### config.mk
export PLATFORM = sky130hd
export DESIGN_NAME = scan_breakpoint_grouper_flat
export DESIGN_NICKNAME = d
export VERILOG_FILES = /design/src/sbg_pkg.sv /design/src/sbg_point_if.sv /design/src/sbg_group_if.sv /design/src/sbg_mul.sv /design/src/sbg_sqrt.sv /design/src/sbg_dpath.sv /design/src/sbg_ctrl.sv /design/src/scan_breakpoint_grouper.sv /design/src/flat_wrapper.sv
export SDC_FILE = /design/constraint.sdc
export NUM_CORES = 2
export LEC_CHECK = 0
export BUFFER_PORTS_ARGS = -buffer_cell sky130_fd_sc_hd__buf_2
export CAP_MARGIN = 20
export CORE_MARGIN = 2
export CORE_UTILIZATION = 25
export CTS_BUF_LIST = sky130_fd_sc_hd__clkbuf_8 sky130_fd_sc_hd__clkbuf_16
export DETAILED_ROUTE_END_ITERATION = 8
export GPL_ROUTABILITY_DRIVEN = 0
export SYNTH_ARGS = -nofsm -noshare
export SYNTH_HDL_FRONTEND = slang
export SYNTH_SLANG_ARGS = --single-unit
export TNS_END_PERCENT = 1
### constraint.sdc
create_clock -name clk -period 11.86 [get_ports clk]
set_clock_uncertainty 0.15 [all_clocks]
set_input_delay 2.372 -clock clk [delete_from_list [all_inputs] [get_ports clk]]
set_output_delay 2.372 -clock clk [all_outputs]
set_load 0.005 [all_outputs]
### src/sbg_pkg.sv
// sbg_pkg: shared constants, types and controller/datapath command structs
// for the scan breakpoint grouper. No dependencies.
`timescale 1ns / 1ps

package sbg_pkg;

    localparam int MAX_POINTS = 4096;

    localparam int IDX_W   = 12;
    localparam int CNT_W   = 13;
    localparam int COORD_W = 18;
    localparam int RANGE_W = 18;
    localparam int DIST_W  = 19;

    localparam logic [IDX_W-1:0] IDX_CAP   =
        IDX_W'((MAX_POINTS - 1 > 4095) ? 4095 : MAX_POINTS - 1);
    localparam logic [CNT_W-1:0] COUNT_CAP =
        CNT_W'((MAX_POINTS > 8191) ? 8191 : MAX_POINTS);

    // multiplier: A operand, B operand in 16-bit digits, product/accumulator
    localparam int MUL_AW = 52;
    localparam int MUL_BW = 64;
    localparam int MUL_PW = 104;
    localparam int DIG_W  = 16;

    typedef logic [MUL_AW-1:0] mul_a_t;
    typedef logic [MUL_BW-1:0] mul_b_t;
    typedef logic [MUL_PW-1:0] mul_p_t;
    typedef logic [2:0]        mul_dig_t;

    // square root: 40-bit radicand, 20-bit root, one bit per step
    localparam int SQ_IW    = 40;
    localparam int SQ_RW    = 20;
    localparam int SQ_STEPS = 20;

    typedef logic [SQ_IW-1:0] sq_in_t;
    typedef logic [SQ_RW-1:0] sq_root_t;

    // register map
    localparam logic [1:0] REG_MAX_DIST = 2'd0;
    localparam logic [1:0] REG_PROP     = 2'd1;
    localparam logic [1:0] REG_SINE     = 2'd2;
    localparam logic [1:0] REG_MIN_PTS  = 2'd3;

    localparam logic [15:0] MAX_DIST_RST = 16'd100;
    localparam logic [15:0] PROP_RST     = 16'd412;
    localparam logic [15:0] SINE_RST     = 16'd823;
    localparam logic [12:0] MIN_PTS_RST  = 13'd5;

    typedef enum logic [4:0] {
        OP_NONE,
        OP_LOAD,
        OP_MUL_XX,
        OP_MUL_YY,
        OP_SQRT_R,
        OP_MUL_DX,
        OP_MUL_DY,
        OP_SQRT_D,
        OP_MUL_RP,
        OP_MUL_F12,
        OP_MUL_F34,
        OP_MUL_H,
        OP_MUL_RB,
        OP_MUL_Q,
        OP_MUL_QQ,
        OP_FIRST,
        OP_JOIN,
        OP_BREAK,
        OP_ADVANCE,
        OP_LAST
    } sbg_op_t;

    typedef struct packed {
        sbg_op_t op;
        logic    go;
    } sbg_cmd_t;

    typedef struct packed {
        logic unit_done;
        logic have_prev;
        logic last;
        logic join_ok;
    } sbg_status_t;

endpackage

### src/sbg_point_if.sv
// sbg_point_if: input point channel (valid/ready plus point payload).
// Depends on nothing.
`timescale 1ns / 1ps

interface sbg_point_if;
    logic        valid;
    logic        ready;
    logic [17:0] x_mm;
    logic [17:0] y_mm;
    logic        last_of_scan;

    modport source (output valid, output x_mm, output y_mm, output last_of_scan,
                    input ready);
    modport sink   (input valid, input x_mm, input y_mm, input last_of_scan,
                    output ready);
endinterface

### src/sbg_group_if.sv
// sbg_group_if: output group channel (valid/ready plus group payload).
// Depends on nothing.
`timescale 1ns / 1ps

interface sbg_group_if;
    logic        valid;
    logic        ready;
    logic [11:0] group_start;
    logic [12:0] group_count;
    logic        group_visible;
    logic        group_kept;
    logic        scan_done;

    modport source (output valid, output group_start, output group_count,
                    output group_visible, output group_kept, output scan_done,
                    input ready);
    modport sink   (input valid, input group_start, input group_count,
                    input group_visible, input group_kept, input scan_done,
                    output ready);
endinterface

### src/sbg_mul.sv
// sbg_mul: sequential multiply-accumulate, one 16-bit digit of B per cycle.
// Depends on sbg_pkg.
`timescale 1ns / 1ps

module sbg_mul
(
    input  logic              clk,
    input  logic              rst_n,
    input  logic              start,
    input  logic              accum,
    input  sbg_pkg::mul_a_t   a,
    input  sbg_pkg::mul_b_t   b,
    input  sbg_pkg::mul_dig_t digits,
    output sbg_pkg::mul_p_t   acc,
    output logic              done
);

    sbg_pkg::mul_a_t   a_reg;
    sbg_pkg::mul_b_t   b_reg;
    sbg_pkg::mul_p_t   acc_reg;
    sbg_pkg::mul_dig_t cnt_reg;
    logic [1:0]        sh_reg;
    logic              done_reg;

    logic [sbg_pkg::MUL_AW+sbg_pkg::DIG_W-1:0] pp;
    sbg_pkg::mul_p_t                           pp_ext;
    sbg_pkg::mul_p_t                           pp_sh;

    assign pp     = a_reg * b_reg[sbg_pkg::DIG_W-1:0];
    assign pp_ext = sbg_pkg::mul_p_t'(pp);

    always_comb
    begin
        case (sh_reg)
            2'd0:    pp_sh = pp_ext;
            2'd1:    pp_sh = pp_ext << sbg_pkg::DIG_W;
            2'd2:    pp_sh = pp_ext << (2 * sbg_pkg::DIG_W);
            default: pp_sh = pp_ext << (3 * sbg_pkg::DIG_W);
        endcase
    end

    always_ff @(posedge clk or negedge rst_n)
    begin
        if (!rst_n)
        begin
            cnt_reg  <= '0;
            done_reg <= 1'b0;
        end
        else if (start)
        begin
            cnt_reg  <= digits;
            done_reg <= 1'b0;
        end
        else if (cnt_reg != '0)
        begin
            cnt_reg  <= cnt_reg - 3'd1;
            done_reg <= (cnt_reg == 3'd1);
        end
        else
        begin
            done_reg <= 1'b0;
        end
    end

    always_ff @(posedge clk)
    begin
        if (start)
        begin
            a_reg  <= a;
            b_reg  <= b;
            sh_reg <= 2'd0;
            if (!accum)
            begin
                acc_reg <= '0;
            end
        end
        else if (cnt_reg != '0)
        begin
            acc_reg <= acc_reg + pp_sh;
            b_reg   <= b_reg >> sbg_pkg::DIG_W;
            sh_reg  <= sh_reg + 2'd1;
        end
    end

    assign acc  = acc_reg;
    assign done = done_reg;

endmodule

### src/sbg_sqrt.sv
// sbg_sqrt: integer floor square root, one root bit per cycle.
// Depends on sbg_pkg.
`timescale 1ns / 1ps

module sbg_sqrt
(
    input  logic             clk,
    input  logic             rst_n,
    input  logic             start,
    input  sbg_pkg::sq_in_t  radicand,
    output sbg_pkg::sq_root_t root,
    output logic             done
);

    sbg_pkg::sq_in_t   n_reg;
    logic [21:0]       rem_reg;
    sbg_pkg::sq_root_t root_reg;
    logic [4:0]        cnt_reg;
    logic              done_reg;

    logic [23:0] rem_in;
    logic [23:0] trial;
    logic [23:0] diff;
    logic        fits;

    assign rem_in = {rem_reg, n_reg[sbg_pkg::SQ_IW-1 -: 2]};
    assign trial  = {2'b00, root_reg, 2'b01};
    assign diff   = rem_in - trial;
    assign fits   = (rem_in >= trial);

    always_ff @(posedge clk or negedge rst_n)
    begin
        if (!rst_n)
        begin
            cnt_reg  <= '0;
            done_reg <= 1'b0;
        end
        else if (start)
        begin
            cnt_reg  <= 5'(sbg_pkg::SQ_STEPS);
            done_reg <= 1'b0;
        end
        else if (cnt_reg != '0)
        begin
            cnt_reg  <= cnt_reg - 5'd1;
            done_reg <= (cnt_reg == 5'd1);
        end
        else
        begin
            done_reg <= 1'b0;
        end
    end

    always_ff @(posedge clk)
    begin
        if (start)
        begin
            n_reg    <= radicand;
            rem_reg  <= '0;
            root_reg <= '0;
        end
        else if (cnt_reg != '0)
        begin
            n_reg    <= n_reg << 2;
            rem_reg  <= fits ? diff[21:0] : rem_in[21:0];
            root_reg <= {root_reg[sbg_pkg::SQ_RW-2:0], fits};
        end
    end

    assign root = root_reg;
    assign done = done_reg;

endmodule

### src/sbg_dpath.sv
// sbg_dpath: point, group and arithmetic registers; shared multiplier and
// square root unit driven by controller commands. Depends on sbg_pkg,
// sbg_mul, sbg_sqrt.
`timescale 1ns / 1ps

module sbg_dpath
(
    input  logic                clk,
    input  logic                rst_n,
    input  sbg_pkg::sbg_cmd_t   cmd,
    output sbg_pkg::sbg_status_t status,
    input  logic [15:0]         max_dist,
    input  logic [15:0]         prop,
    input  logic [15:0]         sine,
    input  logic [12:0]         min_pts,
    input  logic [17:0]         x_mm,
    input  logic [17:0]         y_mm,
    input  logic                last_of_scan,
    output logic [11:0]         group_start,
    output logic [12:0]         group_count,
    output logic                group_visible,
    output logic                group_kept,
    output logic                scan_done
);

    logic [17:0] x_reg, y_reg;
    logic        last_reg;
    logic [17:0] prev_x_reg, prev_y_reg;
    logic [17:0] prev_range_reg;
    logic [17:0] r_reg;
    logic [18:0] d_reg;
    logic [41:0] p12_reg;
    logic [83:0] h_reg;
    logic        join_reg, small_reg, large_reg;

    logic [11:0] open_start_reg;
    logic [12:0] open_count_reg;
    logic        open_vis_reg;
    logic [11:0] index_reg;
    logic        have_prev_reg;

    logic [11:0] o_start_reg;
    logic [12:0] o_count_reg;
    logic        o_vis_reg, o_kept_reg, o_done_reg;

    logic [17:0] ax, ay, ux, uy;
    logic [18:0] dx, dy, ndx, ndy;
    logic signed [21:0] ha, hb, hc, s2, s3, s4;
    logic [20:0] f1, f2, f3, f4;
    logic        neg;
    logic [35:0] thr, lhs;
    logic [113:0] h_sh, q_ext;
    logic        r_less, zero_rng, closed_vis, kept;

    logic              mul_start, mul_accum, mul_done;
    sbg_pkg::mul_a_t   mul_a;
    sbg_pkg::mul_b_t   mul_b;
    sbg_pkg::mul_dig_t mul_dig;
    sbg_pkg::mul_p_t   acc;
    logic              sq_start, sq_done;
    sbg_pkg::sq_root_t root;

    function automatic logic [20:0] mag21(input logic signed [21:0] v);
        logic [21:0] nv;
        nv = 22'(-v);
        return v[21] ? nv[20:0] : v[20:0];
    endfunction

    assign ax  = x_reg[17] ? 18'(~x_reg + 18'd1) : x_reg;
    assign ay  = y_reg[17] ? 18'(~y_reg + 18'd1) : y_reg;
    assign dx  = {x_reg[17], x_reg} - {prev_x_reg[17], prev_x_reg};
    assign dy  = {y_reg[17], y_reg} - {prev_y_reg[17], prev_y_reg};
    assign ndx = ~dx + 19'd1;
    assign ndy = ~dy + 19'd1;
    assign ux  = dx[18] ? ndx[17:0] : dx[17:0];
    assign uy  = dy[18] ? ndy[17:0] : dy[17:0];

    assign ha  = signed'({4'b0, r_reg});
    assign hb  = signed'({4'b0, prev_range_reg});
    assign hc  = signed'({3'b0, d_reg});
    assign s2  = hb + hc - ha;
    assign s3  = ha + hc - hb;
    assign s4  = ha + hb - hc;
    assign f1  = 21'(r_reg) + 21'(prev_range_reg) + 21'(d_reg);
    assign f2  = mag21(s2);
    assign f3  = mag21(s3);
    assign f4  = mag21(s4);
    assign neg = s2[21] ^ s3[21] ^ s4[21];

    assign lhs = {1'b0, d_reg, 16'b0};
    assign thr = {4'b0, max_dist, 16'b0} + 36'(acc);

    assign h_sh  = {h_reg, 30'b0};
    assign q_ext = 114'(acc);

    assign r_less     = (r_reg < prev_range_reg);
    assign zero_rng   = (r_reg == '0) || (prev_range_reg == '0);
    assign closed_vis = open_vis_reg & ~(small_reg & r_less);
    assign kept       = (open_count_reg >= min_pts);

    always_comb
    begin
        mul_a     = '0;
        mul_b     = '0;
        mul_dig   = 3'd2;
        mul_accum = 1'b0;
        mul_start = 1'b0;
        sq_start  = 1'b0;
        case (cmd.op)
            sbg_pkg::OP_MUL_XX:
            begin
                mul_a = sbg_pkg::mul_a_t'(ax);
                mul_b = sbg_pkg::mul_b_t'(ax);
                mul_start = cmd.go;
            end
            sbg_pkg::OP_MUL_YY:
            begin
                mul_a = sbg_pkg::mul_a_t'(ay);
                mul_b = sbg_pkg::mul_b_t'(ay);
                mul_accum = 1'b1;
                mul_start = cmd.go;
            end
            sbg_pkg::OP_MUL_DX:
            begin
                mul_a = sbg_pkg::mul_a_t'(ux);
                mul_b = sbg_pkg::mul_b_t'(ux);
                mul_start = cmd.go;
            end
            sbg_pkg::OP_MUL_DY:
            begin
                mul_a = sbg_pkg::mul_a_t'(uy);
                mul_b = sbg_pkg::mul_b_t'(uy);
                mul_accum = 1'b1;
                mul_start = cmd.go;
            end
            sbg_pkg::OP_MUL_RP:
            begin
                mul_a = sbg_pkg::mul_a_t'(r_reg);
                mul_b = sbg_pkg::mul_b_t'(prop);
                mul_dig = 3'd1;
                mul_start = cmd.go;
            end
            sbg_pkg::OP_MUL_F12:
            begin
                mul_a = sbg_pkg::mul_a_t'(f1);
                mul_b = sbg_pkg::mul_b_t'(f2);
                mul_start = cmd.go;
            end
            sbg_pkg::OP_MUL_F34:
            begin
                mul_a = sbg_pkg::mul_a_t'(f3);
                mul_b = sbg_pkg::mul_b_t'(f4);
                mul_start = cmd.go;
            end
            sbg_pkg::OP_MUL_H:
            begin
                mul_a = sbg_pkg::mul_a_t'(p12_reg);
                mul_b = sbg_pkg::mul_b_t'(acc[41:0]);
                mul_dig = 3'd3;
                mul_start = cmd.go;
            end
            sbg_pkg::OP_MUL_RB:
            begin
                mul_a = sbg_pkg::mul_a_t'(r_reg);
                mul_b = sbg_pkg::mul_b_t'(prev_range_reg);
                mul_start = cmd.go;
            end
            sbg_pkg::OP_MUL_Q:
            begin
                mul_a = sbg_pkg::mul_a_t'(acc[35:0]);
                mul_b = sbg_pkg::mul_b_t'(sine);
                mul_dig = 3'd1;
                mul_start = cmd.go;
            end
            sbg_pkg::OP_MUL_QQ:
            begin
                mul_a = sbg_pkg::mul_a_t'(acc[51:0]);
                mul_b = sbg_pkg::mul_b_t'(acc[51:0]);
                mul_dig = 3'd4;
                mul_start = cmd.go;
            end
            sbg_pkg::OP_SQRT_R, sbg_pkg::OP_SQRT_D:
            begin
                sq_start = cmd.go;
            end
            default:
            begin
                mul_start = 1'b0;
            end
        endcase
    end

    sbg_mul u_mul
    (
        .clk    (clk),
        .rst_n  (rst_n),
        .start  (mul_start),
        .accum  (mul_accum),
        .a      (mul_a),
        .b      (mul_b),
        .digits (mul_dig),
        .acc    (acc),
        .done   (mul_done)
    );

    sbg_sqrt u_sqrt
    (
        .clk      (clk),
        .rst_n    (rst_n),
        .start    (sq_start),
        .radicand (sbg_pkg::sq_in_t'(acc)),
        .root     (root),
        .done     (sq_done)
    );

    // point capture on load, and arithmetic results stored as each unit finishes
    always_ff @(posedge clk)
    begin
        if (cmd.go && cmd.op == sbg_pkg::OP_LOAD)
        begin
            x_reg    <= x_mm;
            y_reg    <= y_mm;
            last_reg <= last_of_scan;
        end
        if (sq_done && cmd.op == sbg_pkg::OP_SQRT_R)
        begin
            r_reg <= root[17:0];
        end
        if (sq_done && cmd.op == sbg_pkg::OP_SQRT_D)
        begin
            d_reg <= root[18:0];
        end
        if (mul_done)
        begin
            case (cmd.op)
                sbg_pkg::OP_MUL_RP:  join_reg <= (lhs < thr);
                sbg_pkg::OP_MUL_F12: p12_reg  <= acc[41:0];
                sbg_pkg::OP_MUL_H:   h_reg    <= neg ? '0 : acc[83:0];
                sbg_pkg::OP_MUL_QQ:
                begin
                    small_reg <= ~zero_rng & (h_sh < q_ext);
                    large_reg <= zero_rng | (h_sh > q_ext);
                end
                default: join_reg <= join_reg;
            endcase
        end
    end

    // output payload
    always_ff @(posedge clk)
    begin
        if (cmd.go && (cmd.op == sbg_pkg::OP_BREAK || cmd.op == sbg_pkg::OP_LAST))
        begin
            o_start_reg <= open_start_reg;
            o_count_reg <= open_count_reg;
            o_kept_reg  <= kept;
            o_vis_reg   <= (cmd.op == sbg_pkg::OP_BREAK) ? closed_vis : open_vis_reg;
            o_done_reg  <= (cmd.op == sbg_pkg::OP_LAST);
        end
    end

    // scan and open group state
    always_ff @(posedge clk or negedge rst_n)
    begin
        if (!rst_n)
        begin
            prev_x_reg     <= '0;
            prev_y_reg     <= '0;
            prev_range_reg <= '0;
            open_start_reg <= '0;
            open_count_reg <= '0;
            open_vis_reg   <= 1'b1;
            index_reg      <= '0;
            have_prev_reg  <= 1'b0;
        end
        else if (cmd.go)
        begin
            case (cmd.op)
                sbg_pkg::OP_FIRST:
                begin
                    open_start_reg <= index_reg;
                    open_count_reg <= 13'd1;
                    open_vis_reg   <= 1'b1;
                    have_prev_reg  <= 1'b1;
                end
                sbg_pkg::OP_JOIN:
                begin
                    if (open_count_reg < sbg_pkg::COUNT_CAP)
                    begin
                        open_count_reg <= open_count_reg + 13'd1;
                    end
                end
                sbg_pkg::OP_BREAK:
                begin
                    open_start_reg <= index_reg;
                    open_count_reg <= 13'd1;
                    open_vis_reg   <= large_reg | r_less;
                end
                sbg_pkg::OP_ADVANCE:
                begin
                    prev_x_reg     <= x_reg;
                    prev_y_reg     <= y_reg;
                    prev_range_reg <= r_reg;
                    if (index_reg < sbg_pkg::IDX_CAP)
                    begin
                        index_reg <= index_reg + 12'd1;
                    end
                end
                sbg_pkg::OP_LAST:
                begin
                    prev_x_reg     <= '0;
                    prev_y_reg     <= '0;
                    prev_range_reg <= '0;
                    open_start_reg <= '0;
                    open_count_reg <= '0;
                    open_vis_reg   <= 1'b1;
                    index_reg      <= '0;
                    have_prev_reg  <= 1'b0;
                end
                default:
                begin
                    have_prev_reg <= have_prev_reg;
                end
            endcase
        end
    end

    assign status.unit_done = mul_done | sq_done;
    assign status.have_prev = have_prev_reg;
    assign status.last      = last_reg;
    assign status.join_ok   = join_reg;

    assign group_start   = o_start_reg;
    assign group_count   = o_count_reg;
    assign group_visible = o_vis_reg;
    assign group_kept    = o_kept_reg;
    assign scan_done     = o_done_reg;

endmodule

### src/sbg_ctrl.sv
// sbg_ctrl: sequencing state machine; issues datapath commands and owns the
// input ready and output valid handshakes. Depends on sbg_pkg.
`timescale 1ns / 1ps

module sbg_ctrl
(
    input  logic                 clk,
    input  logic                 rst_n,
    input  logic                 in_valid,
    output logic                 in_ready,
    output logic                 out_valid,
    input  logic                 out_ready,
    output sbg_pkg::sbg_cmd_t    cmd,
    input  sbg_pkg::sbg_status_t status
);

    typedef enum logic [4:0] {
        ST_IDLE,
        ST_MXX,
        ST_MYY,
        ST_SQR,
        ST_FIRST,
        ST_MDX,
        ST_MDY,
        ST_SQD,
        ST_MRP,
        ST_JUDGE,
        ST_MF12,
        ST_MF34,
        ST_MH,
        ST_MRB,
        ST_MQ,
        ST_MQQ,
        ST_BRK,
        ST_ADV,
        ST_LAST
    } state_t;

    state_t state_reg, state_next, unit_next;
    logic   issued_reg, issued_next;
    logic   out_valid_reg, out_valid_next;
    logic   is_unit, out_free;
    sbg_pkg::sbg_op_t unit_op;

    assign out_free = ~out_valid_reg | out_ready;

    always_comb
    begin
        state_next     = state_reg;
        issued_next    = issued_reg;
        out_valid_next = out_valid_reg & ~out_ready;
        cmd.op         = sbg_pkg::OP_NONE;
        cmd.go         = 1'b0;
        is_unit        = 1'b0;
        unit_op        = sbg_pkg::OP_NONE;
        unit_next      = ST_IDLE;
        case (state_reg)
            ST_IDLE:
            begin
                if (in_valid)
                begin
                    cmd.op     = sbg_pkg::OP_LOAD;
                    cmd.go     = 1'b1;
                    state_next = ST_MXX;
                end
            end
            ST_MXX:  begin is_unit = 1'b1; unit_op = sbg_pkg::OP_MUL_XX;  unit_next = ST_MYY; end
            ST_MYY:  begin is_unit = 1'b1; unit_op = sbg_pkg::OP_MUL_YY;  unit_next = ST_SQR; end
            ST_SQR:
            begin
                is_unit   = 1'b1;
                unit_op   = sbg_pkg::OP_SQRT_R;
                unit_next = status.have_prev ? ST_MDX : ST_FIRST;
            end
            ST_MDX:  begin is_unit = 1'b1; unit_op = sbg_pkg::OP_MUL_DX;  unit_next = ST_MDY; end
            ST_MDY:  begin is_unit = 1'b1; unit_op = sbg_pkg::OP_MUL_DY;  unit_next = ST_SQD; end
            ST_SQD:  begin is_unit = 1'b1; unit_op = sbg_pkg::OP_SQRT_D;  unit_next = ST_MRP; end
            ST_MRP:  begin is_unit = 1'b1; unit_op = sbg_pkg::OP_MUL_RP;  unit_next = ST_JUDGE; end
            ST_MF12: begin is_unit = 1'b1; unit_op = sbg_pkg::OP_MUL_F12; unit_next = ST_MF34; end
            ST_MF34: begin is_unit = 1'b1; unit_op = sbg_pkg::OP_MUL_F34; unit_next = ST_MH; end
            ST_MH:   begin is_unit = 1'b1; unit_op = sbg_pkg::OP_MUL_H;   unit_next = ST_MRB; end
            ST_MRB:  begin is_unit = 1'b1; unit_op = sbg_pkg::OP_MUL_RB;  unit_next = ST_MQ; end
            ST_MQ:   begin is_unit = 1'b1; unit_op = sbg_pkg::OP_MUL_Q;   unit_next = ST_MQQ; end
            ST_MQQ:  begin is_unit = 1'b1; unit_op = sbg_pkg::OP_MUL_QQ;  unit_next = ST_BRK; end
            ST_FIRST:
            begin
                cmd.op     = sbg_pkg::OP_FIRST;
                cmd.go     = 1'b1;
                state_next = ST_ADV;
            end
            ST_JUDGE:
            begin
                if (status.join_ok)
                begin
                    cmd.op     = sbg_pkg::OP_JOIN;
                    cmd.go     = 1'b1;
                    state_next = ST_ADV;
                end
                else
                begin
                    state_next = ST_MF12;
                end
            end
            ST_BRK:
            begin
                if (out_free)
                begin
                    cmd.op         = sbg_pkg::OP_BREAK;
                    cmd.go         = 1'b1;
                    out_valid_next = 1'b1;
                    state_next     = ST_ADV;
                end
            end
            ST_ADV:
            begin
                cmd.op     = sbg_pkg::OP_ADVANCE;
                cmd.go     = 1'b1;
                state_next = status.last ? ST_LAST : ST_IDLE;
            end
            ST_LAST:
            begin
                if (out_free)
                begin
                    cmd.op         = sbg_pkg::OP_LAST;
                    cmd.go         = 1'b1;
                    out_valid_next = 1'b1;
                    state_next     = ST_IDLE;
                end
            end
            default:
            begin
                state_next = ST_IDLE;
            end
        endcase

        if (is_unit)
        begin
            cmd.op = unit_op;
            cmd.go = ~issued_reg;
            if (!issued_reg)
            begin
                issued_next = 1'b1;
            end
            else if (status.unit_done)
            begin
                issued_next = 1'b0;
                state_next  = unit_next;
            end
        end
    end

    always_ff @(posedge clk or negedge rst_n)
    begin
        if (!rst_n)
        begin
            state_reg     <= ST_IDLE;
            issued_reg    <= 1'b0;
            out_valid_reg <= 1'b0;
        end
        else
        begin
            state_reg     <= state_next;
            issued_reg    <= issued_next;
            out_valid_reg <= out_valid_next;
        end
    end

    assign in_ready  = (state_reg == ST_IDLE);
    assign out_valid = out_valid_reg;

endmodule

### src/scan_breakpoint_grouper.sv
// scan_breakpoint_grouper: top level with APB register file, controller and
// datapath. Depends on sbg_pkg, sbg_point_if, sbg_group_if, sbg_ctrl, sbg_dpath.
//
//   channel  dir  protocol         payload
//   point    in   valid/ready      x_mm, y_mm, last_of_scan
//   group    out  valid/ready      group_start, group_count, group_visible,
//                                  group_kept, scan_done
//   apb      in   psel/penable     4 registers at 0x0, 0x4, 0x8, 0xC
//
// One request at a time; the time per point is set by the shared
// 16-bit-digit multiplier and the one-bit-per-cycle square root unit (one
// root for a scan's first point, two for any other). A last point then
// closes the scan in ST_LAST. Reset (rst_n low, asynchronous) clears all scan
// state and loads register defaults. A stalled result holds in the output
// register; the next point is taken meanwhile, and a further result waits.
`timescale 1ns / 1ps

module scan_breakpoint_grouper
(
    input  logic        clk,
    input  logic        rst_n,
    sbg_point_if.sink   point,
    sbg_group_if.source group,
    input  logic        psel,
    input  logic        penable,
    input  logic        pwrite,
    input  logic [3:0]  paddr,
    input  logic [31:0] pwdata,
    output logic [31:0] prdata,
    output logic        pready
);

    logic [15:0] max_dist_reg;
    logic [15:0] prop_reg;
    logic [15:0] sine_reg;
    logic [12:0] min_pts_reg;
    logic        wr_en;

    sbg_pkg::sbg_cmd_t    cmd;
    sbg_pkg::sbg_status_t status;

    assign pready = 1'b1;
    assign wr_en  = psel & penable & pwrite;

    always_ff @(posedge clk or negedge rst_n)
    begin
        if (!rst_n)
        begin
            max_dist_reg <= sbg_pkg::MAX_DIST_RST;
            prop_reg     <= sbg_pkg::PROP_RST;
            sine_reg     <= sbg_pkg::SINE_RST;
            min_pts_reg  <= sbg_pkg::MIN_PTS_RST;
        end
        else if (wr_en)
        begin
            case (paddr[3:2])
                sbg_pkg::REG_MAX_DIST: max_dist_reg <= pwdata[15:0];
                sbg_pkg::REG_PROP:     prop_reg     <= pwdata[15:0];
                sbg_pkg::REG_SINE:     sine_reg     <= pwdata[15:0];
                sbg_pkg::REG_MIN_PTS:  min_pts_reg  <= pwdata[12:0];
                default:               min_pts_reg  <= min_pts_reg;
            endcase
        end
    end

    always_comb
    begin
        case (paddr[3:2])
            sbg_pkg::REG_MAX_DIST: prdata = {16'b0, max_dist_reg};
            sbg_pkg::REG_PROP:     prdata = {16'b0, prop_reg};
            sbg_pkg::REG_SINE:     prdata = {16'b0, sine_reg};
            sbg_pkg::REG_MIN_PTS:  prdata = {19'b0, min_pts_reg};
            default:               prdata = '0;
        endcase
    end

    sbg_ctrl u_ctrl
    (
        .clk       (clk),
        .rst_n     (rst_n),
        .in_valid  (point.valid),
        .in_ready  (point.ready),
        .out_valid (group.valid),
        .out_ready (group.ready),
        .cmd       (cmd),
        .status    (status)
    );

    sbg_dpath u_dpath
    (
        .clk           (clk),
        .rst_n         (rst_n),
        .cmd           (cmd),
        .status        (status),
        .max_dist      (max_dist_reg),
        .prop          (prop_reg),
        .sine          (sine_reg),
        .min_pts       (min_pts_reg),
        .x_mm          (point.x_mm),
        .y_mm          (point.y_mm),
        .last_of_scan  (point.last_of_scan),
        .group_start   (group.group_start),
        .group_count   (group.group_count),
        .group_visible (group.group_visible),
        .group_kept    (group.group_kept),
        .scan_done     (group.scan_done)
    );

endmodule

### src/flat_wrapper.sv
// flat-port wrapper written by rule: the top's interface ports become plain ports
module scan_breakpoint_grouper_flat 
  (clk, rst_n, psel, penable, pwrite, paddr, pwdata, prdata, pready, point_valid, point_x_mm, point_y_mm, point_last_of_scan, point_ready, group_valid, group_group_start, group_group_count, group_group_visible, group_group_kept, group_scan_done, group_ready);
  sbg_point_if point_i ();
  sbg_group_if group_i ();
  input  logic clk;
  input  logic rst_n;
  input  logic psel;
  input  logic penable;
  input  logic pwrite;
  input  logic [3:0] paddr;
  input  logic [31:0] pwdata;
  output logic [31:0] prdata;
  output logic pready;
  input wire logic [$bits(point_i.valid)-1:0] point_valid;
  input wire logic [$bits(point_i.x_mm)-1:0] point_x_mm;
  input wire logic [$bits(point_i.y_mm)-1:0] point_y_mm;
  input wire logic [$bits(point_i.last_of_scan)-1:0] point_last_of_scan;
  output wire logic [$bits(point_i.ready)-1:0] point_ready;
  output wire logic [$bits(group_i.valid)-1:0] group_valid;
  output wire logic [$bits(group_i.group_start)-1:0] group_group_start;
  output wire logic [$bits(group_i.group_count)-1:0] group_group_count;
  output wire logic [$bits(group_i.group_visible)-1:0] group_group_visible;
  output wire logic [$bits(group_i.group_kept)-1:0] group_group_kept;
  output wire logic [$bits(group_i.scan_done)-1:0] group_scan_done;
  input wire logic [$bits(group_i.ready)-1:0] group_ready;
  assign point_i.valid = point_valid;
  assign point_i.x_mm = point_x_mm;
  assign point_i.y_mm = point_y_mm;
  assign point_i.last_of_scan = point_last_of_scan;
  assign point_ready = point_i.ready;
  assign group_valid = group_i.valid;
  assign group_group_start = group_i.group_start;
  assign group_group_count = group_i.group_count;
  assign group_group_visible = group_i.group_visible;
  assign group_group_kept = group_i.group_kept;
  assign group_scan_done = group_i.scan_done;
  assign group_i.ready = group_ready;
  scan_breakpoint_grouper u_core (.clk(clk), .rst_n(rst_n), .point(point_i), .group(group_i), .psel(psel), .penable(penable), .pwrite(pwrite), .paddr(paddr), .pwdata(pwdata), .prdata(prdata), .pready(pready));
endmodule
Word level (Yosys, flattened, before mapping)
Index checks and enable logic that the tools add are counted.
{"block": "classes", "addsub": 25, "n_reduce_logical": 44, "eq_ne": 47, "mux": 65, "order_cmp": 8, "bitwise": 21, "n_mul": 1}
{"op": "52-bit case mux with 11 select lines", "count": 1}
{"op": "52-bit case mux with 10 select lines", "count": 1}
{"op": "104-bit 2-to-1 mux", "count": 3}
{"op": "104-bit case mux with 3 select lines", "count": 1}
{"op": "64-bit 2-to-1 mux", "count": 2}
{"op": "32-bit case mux with 4 select lines", "count": 1}
{"op": "114-bit by 104-bit > comparator with 1-bit output", "count": 1}
{"op": "114-bit by 104-bit less-than comparator with 1-bit output", "count": 1}
{"op": "18-bit case mux with 2 select lines", "count": 3}
{"op": "104-bit adder", "count": 1}
{"op": "5-bit by 4-bit == test with 1-bit output, second input constant", "count": 16}
{"op": "40-bit 2-to-1 mux", "count": 2}
{"op": "18-bit by 1-bit adder with 18-bit output, second input constant", "count": 4}
{"op": "18-bit 2-to-1 mux", "count": 4}
{"op": "18-bit NOT", "count": 4}
{"op": "52-bit by 16-bit multiplier with 68-bit output", "count": 1}
{"op": "5-bit case mux with 13 select lines", "count": 1}
{"op": "21-bit 2-to-1 mux", "count": 3}
{"op": "4-bit case mux with 13 select lines", "count": 1}
{"op": "5-bit 2-to-1 mux", "count": 10}
{"op": "12-bit case mux with 2 select lines", "count": 2}
{"op": "21-bit negator", "count": 2}
{"op": "20-bit by 18-bit subtractor with 21-bit output", "count": 2}
{"op": "18-bit by 19-bit adder with 20-bit output", "count": 2}
{"op": "other kinds (55)", "count": 142}
{"block": "word_totals", "output_inout_bits": 63, "inputBits": 80, "ff_bits": 706}

Depth between registers and ports, before layout
{"block": "depth", "word_depth": 10, "mapped_depth": 40, "depth_no_buf": 37}

Modules after synthesis
A second synthesis with hierarchy kept.
{"block": "hier_totals", "cells_unflattened": 8616, "area_unflattened_um2": 78595.4}
{"mod": "sbg_mul", "instances": 1, "cells_each": 4796, "area_per_inst_um2": 42211.7, "seq_area_each_um2": 6746.5}
{"mod": "sbg_dpath", "instances": 1, "cells_each": 3023, "area_per_inst_um2": 27789.2, "seq_area_each_um2": 9265.1}
{"mod": "sbg_sqrt", "instances": 1, "cells_each": 523, "area_per_inst_um2": 4968.5, "seq_area_each_um2": 2192.1}
{"mod": "scan_breakpoint_grouper", "instances": 1, "cells_each": 181, "area_per_inst_um2": 2906.5, "seq_area_each_um2": 1547.7}
{"mod": "sbg_ctrl", "instances": 1, "cells_each": 93, "area_per_inst_um2": 719.4, "seq_area_each_um2": 175.2}

Worst setup path after synthesis
No wires, ideal clock.
{"block": "synth_timing", "kind": "reg2reg", "start": "register u_core.u_dpath.u_mul.b_reg[9]", "end": "register u_core.u_dpath.u_mul.acc_reg[101], in the netlist u_core.u_dpath.u_mul.acc[101], data pin", "required_ns": 11.441, "arrival_ns": 8.877, "path_stages_with_launch": 39, "slack_ns": 2.563, "cell_sequence": "edfxtp_1 clkbuf_1 clkbuf_1 nand2_1 fa_1 inv_1 fa_1 inv_1 fa_1 inv_1 fa_1 fa_1 inv_1 fa_1 inv_1 ha_1 a21o_1 o21bai_1 [... 3 more ...] or2_2 a21oi_1 xnor2_1 a221o_1 a21oi_1 a21oi_1 ha_1 inv_1 nor3_1 nand3_1 o21ai_0 a21oi_1 o21ai_0 a21oi_1 o21ai_0 a21oi_1 o41ai_1 mux2i_1"}
{"block": "synth_between", "elab_chain_cells": 5}
{"element": "start, declared", "line": "sbg_mul.sv:19", "source": "sbg_pkg::mul_b_t b_reg;"}
{"element": "start signal, assigned", "line": "sbg_mul.sv:80", "source": "b_reg <= b_reg >> sbg_pkg::DIG_W;"}
{"element": "52-bit by 16-bit multiplier with 68-bit output", "line": "sbg_mul.sv:29", "source": "assign pp = a_reg * b_reg[sbg_pkg::DIG_W-1:0];"}
{"element": "104-bit case mux with 3 select lines", "line": "sbg_mul.sv:34", "source": "case (sh_reg)"}
{"element": "104-bit adder", "line": "sbg_mul.sv:79", "source": "acc_reg <= acc_reg + pp_sh;"}
{"element": "104-bit 2-to-1 mux", "line": "sbg_mul.sv:77", "source": "else if (cnt_reg != '0)"}
{"element": "104-bit 2-to-1 mux", "line": "sbg_mul.sv:67", "source": "if (start)"}
{"element": "end signal, assigned", "line": "sbg_mul.sv:79"}
{"element": "end, declared", "line": "sbg_mul.sv:20", "source": "sbg_pkg::mul_p_t acc_reg;"}
No other way between the ends. The select of a mux whose other input is x is not followed.
A chain may end at the register's enable or synchronous reset.

Final worst setup path
{"block": "layout_timing", "start": "register u_core.u_dpath.u_mul.b_reg[13]", "end": "register u_core.u_dpath.u_mul.acc_reg[96], in the netlist u_core.u_dpath.u_mul.acc[96], data pin"}
The elaborated chain is that of the path after synthesis.

==> results_dict.tcl <==
set metrics [dict create \
    initial_core_util_pct 25.1 \
    synth_top_area_cell "fa_1" \
    critPathRequiredTime_ns 12.15 \
    cts-buffers-inserted 75 \
    cp_data_arrival_time_ns 11.58 \
    worst-path-buf-inv 5 \
    cts_buffer_depth 3 \
    cts-root-buf "clkbuf_16" \
    io_buffers 107 \
    syn-instance-count 8616 \
    synth_top_family_by_area "adder cells" \
    drive_gt1_share_pct 6.75 \
    synthFlopType "edfxtp_1" \
    area_delta_synth_final_pct 10.8 \
    synth_area_sq_um 77300 \
    avgSynthCellArea_sq_um 8.97 \
    critPathSlowestCell "edfxtp_1" \
    synth.top_cells.by_area "fa_1, edfxtp_1, ha_1" \
    first_pass_iters 9 \
    antenna_left 0 \
    rsz0062_at_grt "no" \
    grt_pass1_wl_microns 382000 \
    ys_types 102 \
    postSynth.asyncResetShare_pct 24.6 \
    fmax_mhz 88.6 \
    grt_max_degree 85 \
    tns_ns 0 \
    antenna_found_initial 14 \
    wl_per_cell_microns 19.5 \
    wirelength_microns 249000 \
    vias 63067 \
    crit_type "reg2reg" \
    ios 143 \
    die_w_microns 560 \
    ys_seq_elements 694 \
    finalSetupViolCount 0 \
    drt_iter0_drc 6249 \
    dp_hpwl_microns 193000 \
    max_stage_delay_ns 0.93 \
    cp-end-kind "register" \
    slew_violations 0 \
    drc 0 \
    avgViaCountPerCell 4.94 \
    synthSimpleGateAreaFrac_pct 16.7 \
    worstSkewPairLatency_ns 0.72 \
    num_rows 204 \
    synth_adder_area_share_pct 28.9 \
    synth_edf_count 479 \
    finalCriticalPeriod_ns 11.28 \
    htreeDepth 3 \
    die_area_sq_um 313000 \
    synth_xor_area_share_pct 4.49 \
    yosys.area.top_type_share_pct 20.1 \
    cpMostUsedCell "fa_1" \
    grt_usage_pct 15.6 \
    final_net_count 9976 \
    critPathMaxFanout 27 \
    finalCritPeriodShare_pct 95.1 \
    synth_compound_area_share_pct 14.9 \
    cts_hold_buf 0 \
    critPathLaunchType "register" \
    yosysWarnings 0 \
    path_delay_family "adder cells" \
    status "completed" \
    hold_viol 0 \
    tightest_slew_ns 1.26 \
    maxCapViolCount 0 \
    tritoncts "built" \
    num-fill-cells 32980 \
    largest_reg_flops 104 \
    yosysSeqAreaShare_pct 25.3 \
    hp-class "reg2reg" \
    relSlewSlack_pct 15.4 \
    overflow 0 \
    coreArea_sq_um 308000 \
    cts_sinks 694 \
    grt_pass1_vias 62160 \
    die_y_microns 560 \
    synthMuxAreaShare_pct 1.86 \
    clkTransAtPathRegs_ns 0.06 \
]
[repair_timing]
item,in CTS,in global routing
gates resized for setup,0,1
hold endpoints to repair,0,0
setup buffers,0,8
endpoints found under the setup margin,0,5
[synth_stat cells, drive strengths merged (22+ instances only)]
| cell | n |
|---|---|
| o21a | 46 |
| nand4 | 115 |
| mux2 | 65 |
| nor2 | 469 |
| o31ai | 71 |
| and2 | 400 |
| o2111ai | 23 |
| nor2b | 41 |
| o21ai | 355 |
| edfxtp | 479 |
| fa | 775 |
| o211ai | 32 |
| nand2 | 1168 |
| or2 | 22 |
| and3 | 58 |
| ha | 543 |
| dfxtp | 44 |
| mux2i | 41 |
| nor3 | 117 |
| inv | 1185 |
| xnor2 | 213 |
| clkbuf | 375 |
| nand3 | 138 |
| o21bai | 62 |
| a211oi | 52 |
| a2111oi | 23 |
| xor2 | 183 |
| a21oi | 467 |
| buf | 46 |
| a21o | 202 |
| o22ai | 33 |
| a31oi | 53 |
| or3 | 34 |
| a22o | 46 |
| dfrtp | 153 |
| a222oi | 37 |
| nand2b | 67 |
| a221oi | 46 |
| nor4 | 51 |
| a211o | 23 |
[metrics by stage]
| stage | instance area (sq um) | utilization [%] | setup slack (ns) | std cells | hold WS, ns |
|---|---|---|---|---|---|
| finish | 85600 | 27.8 | 0.576 | 12765 | 0.299 |
| global route | 85500 | 27.8 | 0.0272 | 12759 | 0.318 |
| CTS | 85400 | 27.7 | 0.546 | 12748 | 0.301 |
| detailed placement | 82800 | 26.9 | 0.639 | 12610 | 0.287 |
| global placement | 82800 | 26.9 | 0.512 | 12609 | 0.285 |
| floorplan | 77300 | - | 2.56 | 8631 | 0.275 |
[cell usage in the layout (no fill, tap or decap), types with 137 or more instances in the layout]
cell type	n
inv_1	1198
edfxtp_1	479
a21oi_1	467
a21o_1	202
nand2_1	1167
and2_1	397
buf_4	171
xor2_1	183
dfrtp_1	153
xnor2_1	212
nor2_1	464
o21ai_0	345
ha_1	542
fa_1	775
nand3_1	137
[final timing paths]
check,from,to,slack (ns),cells past startpoint
setup / recovery,u_core.u_dpath.u_mul.b_reg[13],u_core.u_dpath.u_mul.acc[96],0.58,35
min in group asynchronous,rst_n,u_core.u_dpath.prev_x_reg[9],1.53,1
hold / removal,u_core.u_dpath.open_start_reg[5],u_core.u_dpath.group_start[5],0.30,0
hold reg to reg,u_core.u_dpath.open_start_reg[5],u_core.u_dpath.group_start[5],0.30,0
max in group asynchronous,rst_n,u_core.sine_reg[3],8.09,3
setup reg to reg,u_core.u_dpath.u_mul.b_reg[13],u_core.u_dpath.u_mul.acc[96],0.58,35
[logic make-up after synthesis]
group / Yosys count
xor+xnor: 396
simple gates: 2743
compound gates: 1737
fa+ha+maj: 1318
mux: 119
flops: 694
other cells: 2
buf+inv: 1607
[cell type report]
| class | count | area, sq um | area share, % |
|---|---|---|---|
| Timing Repair Buffer | 291 | 2060 | 2.41 |
| Antenna cell | 6 | 15.0 | 0.0175 |
| Clock inverter | 53 | 523 | 0.611 |
| Inverter | 1186 | 4460 | 5.21 |
| Clock buffer | 85 | 2050 | 2.39 |
| Tap cell | 4120 | 5150 | 6.02 |
| Sequential cell | 694 | 19600 | 22.9 |
| Multi-Input combinational cell | 6330 | 51700 | 60.5 |
[metal layers]
| layer | part of all wire, % | vias to the layer above | wire [microns] | global-route usage (%) |
|---|---|---|---|---|
| li1 | - | 28947 | - | - |
| met1 | 43 | 31248 | 107000 | 21.3 |
| met2 | 44 | 2425 | 110000 | 24.3 |
| met3 | 8.1 | 447 | 20200 | 2.66 |
| met4 | 4.6 | 0 | 11500 | 6.33 |
| met5 | 0 | - | 0 | 0 |
Power is not shown: default switching activity piles up to over one toggle a cycle in this logic, so the estimate is an artifact.
